$ cat src/rtl/core/asc_pkg.sv
// asc_pkg: shared types, codes, constants and helper functions for the
// alarm snooze controller; no dependencies
package asc_pkg;

  typedef enum logic [2:0] {
    MODE_OFF    = 3'd0,
    MODE_ON     = 3'd1,
    MODE_RING   = 3'd2,
    MODE_SNOOZE = 3'd3,
    MODE_ACK    = 3'd4
  } mode_t;

  localparam logic [2:0] FUNC_TIME  = 3'd0;
  localparam logic [2:0] FUNC_ALARM = 3'd1;
  localparam logic [2:0] FUNC_NIGHT = 3'd2;
  localparam logic [2:0] FUNC_TOUCH = 3'd3;
  localparam logic [2:0] FUNC_ARM   = 3'd4;

  localparam logic [1:0] REG_ALARM_HOUR   = 2'd0;
  localparam logic [1:0] REG_ALARM_MINUTE = 2'd1;
  localparam logic [1:0] REG_SNOOZE_STEP  = 2'd2;

  localparam logic [5:0] RST_ALARM_HOUR   = 6'h06;
  localparam logic [6:0] RST_ALARM_MINUTE = 7'h30;
  localparam logic [5:0] RST_SNOOZE_STEP  = 6'd8;

  localparam logic [6:0] FULL_LIGHT  = 7'd100;
  localparam logic [6:0] NIGHT_LIGHT = 7'd2;
  localparam logic [7:0] MIN_PER_HR  = 8'd60;

  typedef struct packed {
    logic [5:0] alarm_hour;
    logic [6:0] alarm_minute;
    logic [5:0] snooze_step;
  } cfg_t;

  typedef struct packed {
    logic [2:0] func;
    logic [5:0] hour;
    logic [6:0] minute;
    logic [6:0] second;
  } item_t;

  // high digit * 10 + low digit, invalid digits taken as is
  function automatic logic [6:0] bcd_value(input logic [6:0] b);
    logic [6:0] r;
    r = {1'b0, b[6:4], 3'b000} + {3'b000, b[6:4], 1'b0} + {3'b000, b[3:0]};
    return r;
  endfunction

  // valid for v below 180
  function automatic logic [5:0] mod60(input logic [7:0] v);
    logic [7:0] r;
    if (v >= 8'(2 * MIN_PER_HR)) begin
      r = v - 8'(2 * MIN_PER_HR);
    end else if (v >= MIN_PER_HR) begin
      r = v - MIN_PER_HR;
    end else begin
      r = v;
    end
    return r[5:0];
  endfunction

endpackage

$ cat src/rtl/core/asc_regs.sv
// asc_regs: apb configuration registers for alarm time and snooze step
// depends on asc_pkg
module asc_regs
  import asc_pkg::*;
(
  input  logic        clk,
  input  logic        rst,
  input  logic        psel,
  input  logic        penable,
  input  logic        pwrite,
  input  logic [3:0]  paddr,
  input  logic [31:0] pwdata,
  output logic [31:0] prdata,
  output logic        pready,
  output cfg_t        cfg
);

  cfg_t       regs;
  logic       wr_en;
  logic [1:0] reg_idx;

  assign pready  = 1'b1;
  assign reg_idx = paddr[3:2];
  assign wr_en   = psel & penable & pwrite & pready;
  assign cfg     = regs;

  always_ff @(posedge clk) begin
    if (rst) begin
      regs.alarm_hour   <= RST_ALARM_HOUR;
      regs.alarm_minute <= RST_ALARM_MINUTE;
      regs.snooze_step  <= RST_SNOOZE_STEP;
    end else if (wr_en) begin
      case (reg_idx)
        REG_ALARM_HOUR:   regs.alarm_hour   <= pwdata[5:0];
        REG_ALARM_MINUTE: regs.alarm_minute <= pwdata[6:0];
        REG_SNOOZE_STEP:  regs.snooze_step  <= pwdata[5:0];
        default: ;
      endcase
    end
  end

  always_comb begin
    case (reg_idx)
      REG_ALARM_HOUR:   prdata = {26'd0, regs.alarm_hour};
      REG_ALARM_MINUTE: prdata = {25'd0, regs.alarm_minute};
      REG_SNOOZE_STEP:  prdata = {26'd0, regs.snooze_step};
      default:          prdata = 32'd0;
    endcase
  end

endmodule

$ cat src/rtl/core/asc_in_stage.sv
// asc_in_stage: input register holding one transaction for the core
// depends on asc_pkg
module asc_in_stage
  import asc_pkg::*;
(
  input  logic       clk,
  input  logic       rst,
  input  logic       in_valid,
  output logic       in_stall,
  input  logic [2:0] func,
  input  logic [5:0] hour_bcd,
  input  logic [6:0] minute_bcd,
  input  logic [6:0] second_bcd,
  input  logic       core_ready,
  output logic       item_valid,
  output item_t      item
);

  logic  held;
  item_t data;

  assign in_stall   = held & ~core_ready;
  assign item_valid = held;
  assign item       = data;

  always_ff @(posedge clk) begin
    if (rst) begin
      held <= 1'b0;
    end else if (!in_stall) begin
      held <= in_valid;
    end
  end

  always_ff @(posedge clk) begin
    if (in_valid && !in_stall) begin
      data.func   <= func;
      data.hour   <= hour_bcd;
      data.minute <= minute_bcd;
      data.second <= second_bcd;
    end
  end

endmodule

$ cat src/rtl/core/asc_core.sv
// asc_core: alarm state machine, snooze offset, night flag and result register
// depends on asc_pkg
module asc_core
  import asc_pkg::*;
(
  input  logic       clk,
  input  logic       rst,
  input  cfg_t       cfg,
  input  logic       item_valid,
  input  item_t      item,
  output logic       core_ready,
  output logic       out_valid,
  input  logic       out_stall,
  output logic [2:0] alarm_mode,
  output logic       bell_lit,
  output logic [6:0] backlight_level,
  output logic       night_mode,
  output logic       start_sound
);

  mode_t      mode, mode_next;
  logic [5:0] snooze_offset, snooze_offset_next;
  logic       night_flag, night_flag_next;
  logic [6:0] backlight, backlight_next;
  logic       second_odd, second_odd_next;
  logic       start_next, bell_next;

  mode_t      res_mode;
  logic       res_bell, res_night, res_start;
  logic [6:0] res_light;

  logic       take;
  logic [5:0] step_m;
  logic [5:0] target;
  logic       hour_hit;

  assign core_ready = ~out_valid | ~out_stall;
  assign take       = item_valid & core_ready;

  assign step_m   = (cfg.snooze_step >= 6'(MIN_PER_HR)) ?
                    cfg.snooze_step - 6'(MIN_PER_HR) : cfg.snooze_step;
  assign target   = mod60({1'b0, bcd_value(cfg.alarm_minute)} + {2'b00, snooze_offset});
  assign hour_hit = item.hour == cfg.alarm_hour;

  // next state
  always_comb begin
    mode_next          = mode;
    snooze_offset_next = snooze_offset;
    night_flag_next    = night_flag;
    backlight_next     = backlight;
    second_odd_next    = second_odd;
    start_next         = 1'b0;
    case (item.func)
      FUNC_TIME: begin
        second_odd_next = item.second[0];
        case (mode)
          MODE_ON: begin
            if (hour_hit && item.minute == cfg.alarm_minute) begin
              mode_next          = MODE_RING;
              snooze_offset_next = step_m;
              backlight_next     = FULL_LIGHT;
              start_next         = 1'b1;
            end
          end
          MODE_SNOOZE: begin
            if (hour_hit && bcd_value(item.minute) == {1'b0, target}) begin
              mode_next          = MODE_RING;
              snooze_offset_next = mod60({2'b00, snooze_offset} + {2'b00, step_m});
              backlight_next     = FULL_LIGHT;
              start_next         = 1'b1;
            end
          end
          MODE_ACK: begin
            if (item.minute != cfg.alarm_minute) begin
              mode_next = MODE_ON;
            end
          end
          default: ;
        endcase
      end
      FUNC_ALARM, FUNC_NIGHT, FUNC_TOUCH: begin
        if (mode == MODE_RING) begin
          mode_next = MODE_SNOOZE;
          if (night_flag) begin
            backlight_next = NIGHT_LIGHT;
          end
        end else if (item.func == FUNC_ALARM) begin
          case (mode)
            MODE_ON:     mode_next = MODE_OFF;
            MODE_OFF:    mode_next = MODE_ON;
            MODE_SNOOZE: mode_next = MODE_ACK;
            default: ;
          endcase
        end else if (item.func == FUNC_NIGHT) begin
          night_flag_next = ~night_flag;
          backlight_next  = night_flag ? FULL_LIGHT : NIGHT_LIGHT;
        end
      end
      FUNC_ARM: mode_next = MODE_ON;
      default: ;
    endcase
  end

  // outputs
  always_comb begin
    case (mode_next)
      MODE_OFF:  bell_next = 1'b0;
      MODE_RING: bell_next = second_odd_next;
      default:   bell_next = 1'b1;
    endcase
  end

  always_ff @(posedge clk) begin
    if (rst) begin
      mode          <= MODE_OFF;
      snooze_offset <= 6'd0;
      night_flag    <= 1'b0;
      backlight     <= FULL_LIGHT;
      second_odd    <= 1'b0;
      out_valid     <= 1'b0;
    end else begin
      if (take) begin
        mode          <= mode_next;
        snooze_offset <= snooze_offset_next;
        night_flag    <= night_flag_next;
        backlight     <= backlight_next;
        second_odd    <= second_odd_next;
        out_valid     <= 1'b1;
      end else if (!out_stall) begin
        out_valid <= 1'b0;
      end
    end
  end

  always_ff @(posedge clk) begin
    if (take) begin
      res_mode  <= mode_next;
      res_bell  <= bell_next;
      res_light <= backlight_next;
      res_night <= night_flag_next;
      res_start <= start_next;
    end
  end

  assign alarm_mode      = res_mode;
  assign bell_lit        = res_bell;
  assign backlight_level = res_light;
  assign night_mode      = res_night;
  assign start_sound     = res_start;

  a_offset_range: assert property (@(posedge clk) disable iff (rst)
    snooze_offset < 6'(MIN_PER_HR))
    else $error("snooze offset out of range");

  a_start_rings: assert property (@(posedge clk) disable iff (rst)
    out_valid && start_sound |-> alarm_mode == MODE_RING)
    else $error("start pulse outside ringing");

  a_day_light: assert property (@(posedge clk) disable iff (rst)
    !night_flag |-> backlight == FULL_LIGHT)
    else $error("dimmed backlight without night flag");

  a_light_levels: assert property (@(posedge clk) disable iff (rst)
    backlight == FULL_LIGHT || backlight == NIGHT_LIGHT)
    else $error("unexpected backlight level");

  a_ring_offset: assert property (@(posedge clk) disable iff (rst)
    take && start_next |=> mode == MODE_RING)
    else $error("ring entry lost");

endmodule

$ cat src/rtl/core/alarm_snooze_controller.sv
// alarm_snooze_controller: top level of the alarm snooze controller
// depends on asc_pkg, asc_regs, asc_in_stage, asc_core
//
// usage: each input transaction (in_valid/in_stall) carries func and the
// current time in bcd; func 0 is a time sample, 1 alarm button, 2 night
// button, 3 other touch, 4 arm alarm. every input transaction gives exactly
// one result transaction (out_valid/out_stall) with the state after it:
// alarm_mode, bell_lit, backlight_level, night_mode and start_sound.
// out_valid rises once the input transaction has passed the input register
// and been taken into the result register; one transaction per cycle is
// taken while out_stall does not hold the result, set by the state update
// between the input register and the result register.
// alarm hour, alarm minute and snooze step sit on the apb port at byte
// addresses 0, 4 and 8; write them only while the block is idle.
// reset clears the mode to off, the snooze offset and night flag to zero,
// the backlight to 100 and loads the register defaults (06:30, step 8).
// while out_stall is high the result holds; at most one more transaction is
// taken into the input register, after which in_stall rises.
module alarm_snooze_controller
  import asc_pkg::*;
(
  input  logic        clk,
  input  logic        rst,
  input  logic        psel,
  input  logic        penable,
  input  logic        pwrite,
  input  logic [3:0]  paddr,
  input  logic [31:0] pwdata,
  output logic [31:0] prdata,
  output logic        pready,
  input  logic        in_valid,
  output logic        in_stall,
  input  logic [2:0]  func,
  input  logic [5:0]  hour_bcd,
  input  logic [6:0]  minute_bcd,
  input  logic [6:0]  second_bcd,
  output logic        out_valid,
  input  logic        out_stall,
  output logic [2:0]  alarm_mode,
  output logic        bell_lit,
  output logic [6:0]  backlight_level,
  output logic        night_mode,
  output logic        start_sound
);

  cfg_t  cfg;
  item_t item;
  logic  item_valid;
  logic  core_ready;

  asc_regs u_regs (
    .clk     (clk),
    .rst     (rst),
    .psel    (psel),
    .penable (penable),
    .pwrite  (pwrite),
    .paddr   (paddr),
    .pwdata  (pwdata),
    .prdata  (prdata),
    .pready  (pready),
    .cfg     (cfg)
  );

  asc_in_stage u_in (
    .clk        (clk),
    .rst        (rst),
    .in_valid   (in_valid),
    .in_stall   (in_stall),
    .func       (func),
    .hour_bcd   (hour_bcd),
    .minute_bcd (minute_bcd),
    .second_bcd (second_bcd),
    .core_ready (core_ready),
    .item_valid (item_valid),
    .item       (item)
  );

  asc_core u_core (
    .clk             (clk),
    .rst             (rst),
    .cfg             (cfg),
    .item_valid      (item_valid),
    .item            (item),
    .core_ready      (core_ready),
    .out_valid       (out_valid),
    .out_stall       (out_stall),
    .alarm_mode      (alarm_mode),
    .bell_lit        (bell_lit),
    .backlight_level (backlight_level),
    .night_mode      (night_mode),
    .start_sound     (start_sound)
  );

endmodule
$ cat config.mk
export PLATFORM = sky130hd
export DESIGN_NAME = alarm_snooze_controller
export DESIGN_NICKNAME = d
export VERILOG_FILES = /design/src/rtl/core/asc_pkg.sv /design/src/rtl/core/asc_regs.sv /design/src/rtl/core/asc_in_stage.sv /design/src/rtl/core/asc_core.sv /design/src/rtl/core/alarm_snooze_controller.sv
export SDC_FILE = /design/constraint.sdc
export NUM_CORES = 1
export LEC_CHECK = 0
export BUFFER_PORTS_ARGS = -buffer_cell sky130_fd_sc_hd__buf_2
export CELL_PAD_IN_SITES_DETAIL_PLACEMENT = 1
export CELL_PAD_IN_SITES_GLOBAL_PLACEMENT = 2
export CORE_ASPECT_RATIO = 1.75
export CORE_UTILIZATION = 30
export CTS_CLUSTER_SIZE = 12
export DETAILED_ROUTE_END_ITERATION = 10
export PLACE_DENSITY = 0.82
export RECOVER_POWER = 100
export SYNTH_ARGS = -nofsm -noshare
export SYNTH_HDL_FRONTEND = slang
export SYNTH_SLANG_ARGS = --single-unit
$ cat constraint.sdc
create_clock -name clk -period 5.04 [get_ports clk]
set_clock_uncertainty 0.15 [all_clocks]
set_input_delay 0.252 -clock clk [delete_from_list [all_inputs] [get_ports clk]]
set_output_delay 0.252 -clock clk [all_outputs]
set_load 0.01 [all_outputs]
* Word level (Yosys, flattened, before mapping)
Index checks and enable logic that the tools add are counted.
Widths: inputs -> output; s select.
** Word-level totals
- Word-level logic and storage cells :: 113
- Output and inout bits :: 48
- Register bits :: 69
** Operators by class
- Equal/unequal tests :: 18
- Muxes and demuxes :: 37
- Reductions and logical operators :: 14
- Bitwise operators :: 9
- Order comparisons :: 5
- Add/sub/neg operators :: 11
** Operators by type and width (number)
- $mux 7 :: 7
- $mux 6 :: 7
- $sub 6x6->6 const B :: 5
- $pmux 7 s2 :: 2
- $pmux 3 s3 :: 3
- $pmux 7 s3 :: 1
- $eq 3x2->1 const B :: 5
- $mux 3 :: 5
- $add 6x4->7 :: 2
- $add 7x4->7 :: 2
- $pmux 6 s2 :: 1
- $logic_not 3->1 :: 3
- $mux 1 :: 9
- $add 7x6->8 :: 1
- $ge 8x6->1 const B :: 1
- $ge 8x7->1 const B :: 1
- $add 6x6->7 :: 1
- $eq 7x6->1 :: 1
- $eq 7x7->1 :: 1
- $ge 7x6->1 const B :: 1
- $ge 7x7->1 const B :: 1
- $ne 7x7->1 :: 1
- $eq 3x1->1 const B :: 2
- $eq 3x3->1 const B :: 2
- other kinds (16) :: 29

* Longest topological paths before layout
Gate-level depths: netlist (run 1).
- Depth in word-level cells :: 13
- Mapped depth :: 19
- Gate-level depth less buffers :: 17

* Hierarchy
A second synthesis (run 1) with hierarchy kept.
** Unflattened totals
- Cell total of the unflattened synthesis :: 524
- Area total of the unflattened synthesis :: 5063.6 sq um
** Modules (own cells, without submodules)
- asc_core :: sequential area each 770.7 sq um, instances 1, area an instance 3153.0 sq um, cells each 368
- asc_regs :: sequential area each 380.4 sq um, instances 1, area an instance 1169.9 sq um, cells each 129
- asc_in_stage :: sequential area each 710.7 sq um, instances 1, area an instance 740.7 sq um, cells each 27

* Worst setup path after synthesis (run 1)
OpenSTA, ideal clock, no wires.
- Path type :: register to register
- Start point :: register u_regs.regs, in the netlist u_regs.cfg[12]
- End point :: register u_core.snooze_offset[0]
- Stages on the path, launching flop included :: 17
- Required time :: 4.769 ns
- Buffers on the path :: 2
- Setup slack :: 0.300 ns
- Period minus slack after synthesis :: 4.740 ns
- Data arrival time :: 4.468 ns
- Cells stage by stage :: dfxtp_1 -> inv_1 -> fa_1 -> inv_1 -> fa_1 -> inv_1 -> fa_1 -> xnor2_1 -> a31o_1 -> a211o_1 -> and3_4 -> buf_6 -> a2111oi_1 -> o211ai_1 -> o32a_1 -> buf_6 -> mux2_4
** Between the ends
- Cells in the longest elaborated chain, start to end :: 10
- Elaborated cells between the ends (all ways) :: 16
- Those cells by class :: add/sub (5); order compare (2); eq/ne (4); mux (2); reduce/logical (3)
** Ends and longest elaborated chain
- from (decl) :: RTL line asc_regs.sv:18 : cfg_t regs;
- $add 6x4->7 :: RTL line asc_pkg.sv:47 : r = {1'b0, b[6:4], 3'b000} + {3'b000, b[6:4], 1'b0} + {3'b000, b[3:0]};
- $add 7x4->7 :: RTL line asc_pkg.sv:47
- $add 7x6->8 :: RTL line asc_core.sv:42 : assign target = mod60({1'b0, bcd_value(cfg.alarm_minute)} + {2'b00, snooze_offset});
- $ge 8x6->1 or $sub 6x6->6 (tied branches) :: RTL line asc_pkg.sv:56, asc_pkg.sv:57
- $mux 6 :: RTL line asc_pkg.sv:56 : end else if (v >= MIN_PER_HR) begin
- $mux 6 :: RTL line asc_pkg.sv:54 : if (v >= 8'(2 * MIN_PER_HR)) begin
- $eq 7x6->1 :: RTL line asc_core.sv:66 : if (hour_hit && bcd_value(item.minute) == {1'b0, target}) begin
- $logic_and 1x1->1 :: RTL line asc_core.sv:66
- $ne 2x1->1 (no source line)
- $reduce_and 5->1 (no source line) *
- to (signal assigned) :: RTL line asc_core.sv:124 : snooze_offset <= snooze_offset_next;
- to (decl) :: RTL line asc_core.sv:22 : logic [5:0] snooze_offset, snooze_offset_next;
Mark *: on every way between the ends. The rest lies on a longest branch, timed or not.
A chain may end at the register's enable or synchronous reset.

* Worst setup path after layout (run 1)
- Start point :: register u_regs.regs, in the netlist u_regs.cfg[9]
- End point :: register u_core.res_light[6], in the netlist u_core.backlight_level[6], data pin
** Between the ends
- Cells in the longest elaborated chain, start to end :: 10
- Elaborated cells between the ends (all ways) :: 16
- Those cells by class :: add/sub (4); order compare (2); eq/ne (2); mux (6); reduce/logical (2)
** Ends and longest elaborated chain
- $add 7x4->7 :: RTL line asc_pkg.sv:47
- $add 7x6->8 :: RTL line asc_core.sv:42
- $ge 8x6->1 or $sub 6x6->6 (tied branches) :: RTL line asc_pkg.sv:56, asc_pkg.sv:57
- $mux 6 :: RTL line asc_pkg.sv:56
- $mux 6 :: RTL line asc_pkg.sv:54
- $eq 7x6->1 :: RTL line asc_core.sv:66
- $logic_and 1x1->1 :: RTL line asc_core.sv:66
- $mux 7 :: RTL line asc_core.sv:66
- $pmux 7 s2 * :: RTL line asc_core.sv:56 : case (mode)
- $pmux 7 s2 * :: RTL line asc_core.sv:53 : case (item.func)
- named net u_core.backlight_next[6] :: RTL line asc_core.sv:24 : logic [6:0] backlight, backlight_next;
- to (signal assigned) :: RTL line asc_core.sv:139 : res_light <= backlight_next;
- to (decl) :: RTL line asc_core.sv:30 : logic [6:0] res_light;
Mark *: on every way through the listed nets, which the timed path passes. The rest lies on a longest branch.

==> impl_results.md, run 1 <==
- Detailed-router iteration count before antenna repair: 4
- Crit-path max FO: 7
- Hold Worst Slack: 0.01745 ns
- Cell count after synthesis: 528
- Most common flop cell mapped by yosys: dfxtp_1
- P&R area growth vs syn: 18.92%
- Hold path start: pwdata[4]
- Largest net degree at the start of global routing: 45
- Post-route clock period utilization: 0.9550
- Clock Tree Buf Depth: 2
- Worst hold path depth: 2
- Crit path buf inv count: 8
- Die Y: roughly 170 µm
- Avg Inst Size Synth: 9.306 µm²
- R2R Path End: u_core.backlight_level[6]
- Total GRT Usage: 0.1664
- Starting Density: 0.3080
- Post-synthesis xor/xnor area fraction: 0.04991
- Remaining Overflow, GRT: 0
- Register-to-Register Path Depth: 19
- Status: finished, violations left
- I/O pin total: around 110
- Area of the multi-input gates: a little under 3000 µm²
- Post-Synth Adder-Cell Area: 0.1131
- Maximum vdd drop: 0.1381 mV
- Switch Pwr: 0.3959 mW
- Cell family with most CP delay: adder cells
- Routability cong.: 0.8449
- Storage cell area: 1682 µm²
- CTS H-tree lvls: 3
- CP Cell Sequence: inv_1, fa_1, inv_1, fa_1, inv_1, fa_1, clkbuf_2, and2b_1, o21ai_0, a32oi_1, buf_4, and3_4, clkbuf_2, a211oi_2, buf_4, o22ai_1, o41ai_4, buf_4, a221o_1
- Worst min path class: in -> reg
- R2r setup slk: 0.23 ns
- Avg WL per Cell: 16.86 µm
- Internal: 1.093 mW
- Slew Viols, Final: 45
- Critical Path Source Type: register
- Die width: 98.74 µm
- Core Area: 15950 µm²
- Initial antenna violation count: 0
- DRC viols: 0
- Vias in the first global route: 4495
- Die ar.: approximately 17000 µm²
- RSZ-0062 raised after global routing: false
- WHS Endpoint: u_regs.cfg[10]
- FF-to-FF Start: u_regs.cfg[9]
- Clock-pin slew on the worst setup and hold paths: ~0.06 ns
- Proportion of synthesized area in mux cells: 0.06901
- Worst-margin pin slew: 2.023 ns
- Post-synth EDFFs: 30
- Relative slew slack: -0.3490
- # port buffers: 54
- Synth Cell Area: between 4000 and 5000 µm²
- Final setup fails: 0
- Combinational Power Share: 0.157
- MaxCap Viol Count: 1
- Failing checks: max-capacitance violations, max-slew violations
- Crit-path slowest cell: fa_1
- Clock power share: 0.420
- Cts bufs inserted: 9
- CP required: 4.97 ns
- Clock tree sinks: 69
- Largest family of logic cells by synthesized area: compound AO/OA/AOI/OAI gates
- WP data arrival: 4.74 ns
- PD cells: 254.8 nW/µm²
- Final Critical Period: between 4 and 5 ns
- Flops & latches, synth: 69
- Seq/Total Area, Yosys: 0.3422
- Synth cell types: 69
- Sw frac: 0.2660
- Largest stage delay, worst path: 0.54 ns
- Site Rows: 61
- Total Neg Setup Slack: 0 ns
- WL final: 13630 µm
- Diodes inserted: 0
- Antenna viol nets, final: 0
- Hpwl dp: 10830 µm
- First-pass GRT wire length: 21990 µm
- Leak pwr: 2.399 nW
- Vias: 4201
- Commonest non-fill, non-tap cells in the layout: nor2_1 (51), inv_1 (39), dfxtp_1 (39)
- Clk_lat worst skew: 0.33 ns
- Fill count: 1919
- Vias per inst: 5.199
- Compound-gate portion of the synthesized area: 0.1790
- NumNets Final: 719
- Fin. Hold Viols: 0
- Async SR Flop Fraction: 0
- Most common cell after layout, fill and taps aside: nor2_1
- Yosys warns: 0
- F_max: 207.8 MHz
- 1st-iter DRT viols: 140
- Share of post-route cells with drive strength above 1: 0.1325
- Setup crit end kind: register
- Clock root buffer: clkbuf_16
- Simple-Gate Fraction of Synth Area: 0.1564
- Critical path type: reg -> reg
- CTS tree: yes
- Seq pwr share: 0.423
[what timing repair did]
| action | 4_1_cts | 5_1_grt |
|---|---|---|
| setup endpoints to repair | 0 | 10 |
| hold buffers | 17 | 0 |
| resized for setup | 0 | 4 |
| buffers inserted | 0 | 1 |
| hold endpoints to repair | 17 | 0 |
[cell usage after synthesis, types with 6 or more instances]
master    number  area [µm²]
dfxtp_1       39       780.8
ha_1          30       375.4
a21oi_1       24       120.1
nor2_1        51       191.4
mux2i_1       29       290.3
xor2_1         9       78.83
o21ai_0       20       100.1
edfxtp_1      30       900.9
nor2b_1        7       43.79
nand3_1        8       40.04
clkbuf_1      15       56.30
nand2b_1       9       56.30
nor3_1        12       60.06
xnor2_1       19       166.4
fa_1           9       180.2
inv_1         39       146.4
a211o_1        8       70.07
nand4_1        6       37.54
o211ai_1       7       52.55
buf_4         26       195.2
a211oi_1      10       75.07
nand2_1       26       97.59
[how the worst max path moves through the flow]
| stage | start | endpoint | cells after the start | slack, ns |
|---|---|---|---|---|
| 3_5_place_dp | u_regs.cfg[9] | u_core.backlight_level[3] | 16 | 0.15 |
| 3_3_place_gp | u_regs.cfg[9] | u_core.backlight_level[1] | 16 | 0.18 |
| 2_1_floorplan | u_regs.cfg[12] | u_core.snooze_offset[0] | 16 | 0.30 |
| 4_1_cts | u_regs.cfg[9] | u_core.backlight_level[3] | 16 | 0.12 |
| 5_1_grt | u_regs.cfg[9] | u_core.backlight_level[3] | 18 | 0.02 |
| 6_report | u_regs.cfg[9] | u_core.backlight_level[6] | 19 | 0.23 |
[power groups by stage]
stage               registers [mW]  clock network (mW)  logic (mW)
detailed placement           0.642                   0       0.223
floorplan                    0.637                   0       0.157
CTS                          0.630               0.633       0.235
finish                       0.630               0.625       0.233
global route                 0.633               0.652       0.260
global placement             0.640                   0       0.215
[final cells by class]
class / instances / area share
Clock inverter: 6 / 0.01092
Clock buffer: 10 / 0.03919
Sequential cell: 69 / 0.2878
Tap cell: 189 / 0.04047
Multi-Input combinational cell: 397 / 0.4964
Inverter: 40 / 0.02570
Timing Repair Buffer: 97 / 0.09957
[flip-flops by register name, summed over array words and instances (netlist names)]
signal                  cells
u_core.second_odd           1
u_core.mode                 3
u_in.item_valid             1
u_core.backlight            7
u_core.snooze_offset        6
u_regs.cfg                 19
u_core.alarm_mode           3
u_core.night_mode           1
u_core.backlight_level      7
u_core.bell_lit             1
u_in.item                  17
u_core.night_flag           1
u_core.out_valid            1
u_core.start_sound          1
[logic make-up after synthesis]
family,after synthesis
other cells,2
mux,33
xor+xnor,28
fa+ha+maj,39
compound gates,119
flops,69
simple gates,152
buf+inv,86
[per-layer routing]
metal / vias up / track usage / routed length [µm]
met4: 0 / 0.07528 / 453
met1: 2056 / 0.1563 / 4789
met3: 32 / 0.02275 / 336
met5: - / 0 / 0
li1: 2022 / - / -
met2: 91 / 0.3451 / 8045
[through the flow]
| stage | area [µm²] | instances | total power [mW] | util | worst slack, ns |
|---|---|---|---|---|---|
| finish | 5843 | 808 | 1.489 | 0.3663 | 0.2270 |
| detailed placement | 5411 | 774 | 0.8647 | 0.3392 | 0.1513 |
| global placement | 5411 | 774 | 0.8548 | 0.3392 | 0.1840 |
| floorplan | 5004 | 552 | 0.7948 | - | 0.3003 |
| global route | 5843 | 808 | 1.545 | 0.3663 | 0.02418 |
| CTS | 5874 | 807 | 1.498 | 0.3683 | 0.1172 |
Power figures use the tool's default switching activity.
==> run 2, diff against run 1 <==
CELL_PAD_IN_SITES_DETAIL_PLACEMENT = 0   (was 1)
CELL_PAD_IN_SITES_GLOBAL_PLACEMENT = 1   (was 2)
CORE_UTILIZATION = 37   (was 30)
RECOVER_POWER = unset   (was 100)
==> impl_results.md, run 2 (synthesis results as in run 1) <==
- Relative slew slack: 0.2355
- Share of post-route cells with drive strength above 1: 0.1740
- Fin. Hold Viols: 0
- Largest stage delay, worst path: 0.56 ns
- Vias: 4125
- Status: completed
- Finished Layout Cells: 786
- Crit-path max FO: 7
- Worst hold path depth: 3
- Detailed-router iteration count before antenna repair: 5
- Die ar.: 13760 µm²
- Maximum vdd drop: 0.1713 mV
- Total GRT Usage: 0.1778
- Diodes inserted: 0
- NumNets Final: 715
- Core Area: 12940 µm²
- Worst min path class: in -> reg
- Largest net degree at the start of global routing: 45
- Util after Layout: 0.4555
- Met3 usage: 0.03148
- Slew Viols, Final: 0
- Hpwl dp: slightly above 9000 µm
- # port buffers: 54
- GRT met1 Usage: 0.1636
- CTS H-tree lvls: 3
- Clock root buffer: clkbuf_16
- Busiest layer in global routing: met2
- I/O pin total: roughly 110
- Final worst setup slack: slightly below 0.3 ns
- Cts bufs inserted: 9
- Initial antenna violation count: 0
- WP data arrival: 4.64 ns
- Clock tree sinks: 69
- Cell family with most CP delay: adder cells
- Commonest non-fill, non-tap cells in the layout: buf_2 (54), nor2_1 (51), inv_1 (39), dfxtp_1 (39)
- Remaining Overflow, GRT: 0
- CP required: 4.93 ns
- Post-route clock period utilization: 0.9422
- First-pass GRT wire length: 18930 µm
- Critical path type: reg -> reg
- Clk_lat worst skew: roughly 0.34 ns
- CP Cell Sequence: inv_1, fa_1, inv_1, fa_1, inv_1, fa_1, buf_4, and2b_1, o21ai_0, a32o_1, and3_1, a2111oi_4, xnor2_2, o41ai_4, buf_4, a211oi_1
- WL final: 11790 µm
- MaxCap Viol Count: 0
- Vias per inst: roughly 5.2
- Clock Tree Buf Depth: 2
- Site Rows: 55
- Die width: 89.11 µm
- RSZ-0062 raised after global routing: false
- Placed insts: around 750
- CP Depth: 16
- Worst-margin pin slew: around 1.1 ns
- Crit-path slowest cell: fa_1
- Antenna viol nets, final: 0
- Max reg flops: 19
- Vias in the first global route: about 4100
- Clock-pin slew on the worst setup and hold paths: about 0.060 ns
- Avg WL per Cell: around 15 µm
- Final Critical Period: 4.749 ns
- DRC viols: 0
- Register-to-Register Path Depth: 16
- 1st-iter DRT viols: 151
- Crit path buf inv count: 5
- Leak pwr: 2.500 nW
- P&R area growth vs syn: 19.94%
- Die Y: 154.4 µm
- Total Neg Setup Slack: 0 ns
- CTS tree: yes
- PD cells: 267.9 nW/µm²
- Setup crit end kind: register
- Place WS: slightly below 0.2 ns
- Final setup fails: 0
- Starting Density: 0.3798
- F_max: roughly 210 MHz
- Critical Path Source Type: register
- Routability cong.: 0.8561
- Most common cell after layout, fill and taps aside: buf_2
- Met2 GRT Util: 0.3504
==> run 2: final timing paths <==
check,end,slack [ns],start
hold reg to reg,u_core.backlight[0],0.32,u_core.backlight[0]
hold / removal,u_in.item_valid,0.009,in_valid
setup reg to reg,u_core.backlight_level[1],0.29,u_regs.cfg[9]
setup / recovery,u_core.backlight_level[1],0.29,u_regs.cfg[9]
==> run 2: timing repair <==
item                                    4_1_cts  5_1_grt
gates resized for setup                       0        3
hold endpoints to repair                     17        0
hold buffers                                 17        0
setup buffers                                 0        1
endpoints found under the setup margin        0       11
==> run 2: layout make-up <==
type / instances / area, µm²
Timing Repair Buffer: 93 / 605.6
Clock buffer: 10 / 229.0
Clock inverter: 6 / 110.1
Inverter: 40 / 150.1
Fill cell: 1263 / 7044
Tap cell: 171 / 214.0
Sequential cell: 69 / 1682
Multi-Input combinational cell: 397 / 2903
==> run 2: tightest hold or removal path, stage by stage <==
cell and delay, ns:
buf_2 0.09, nor2_1 0.04, nor2_1 0.07
==> run 2: metal layers <==
layer | vias up | routed length, µm
li1 | 2008 | -
met1 | 1955 | 4058
met2 | 124 | 6871
met3 | 38 | 345
met4 | 0 | 511
met5 | - | 0
==> run 2: per-stage QoR <==
| step | power [mW] | hold slack, ns | instance area [µm²] |
|---|---|---|---|
| after floorplan | 0.7948 | 0.2009 | 5004 |
| after global placement | 0.8467 | 0.2794 | 5359 |
| after detailed placement | 0.8541 | 0.2801 | 5359 |
| after CTS | 1.581 | 0.007340 | 5868 |
| after global routing | 1.635 | 0.01936 | 5893 |
| final | 1.579 | 0.009140 | 5893 |
==> run 2: report_power, final <==
group	switching [mW]	total [mW]	internal (mW)
sequential	0.0187	0.629	0.610
clock	0.237	0.720	0.483
combinational	0.128	0.230	0.101
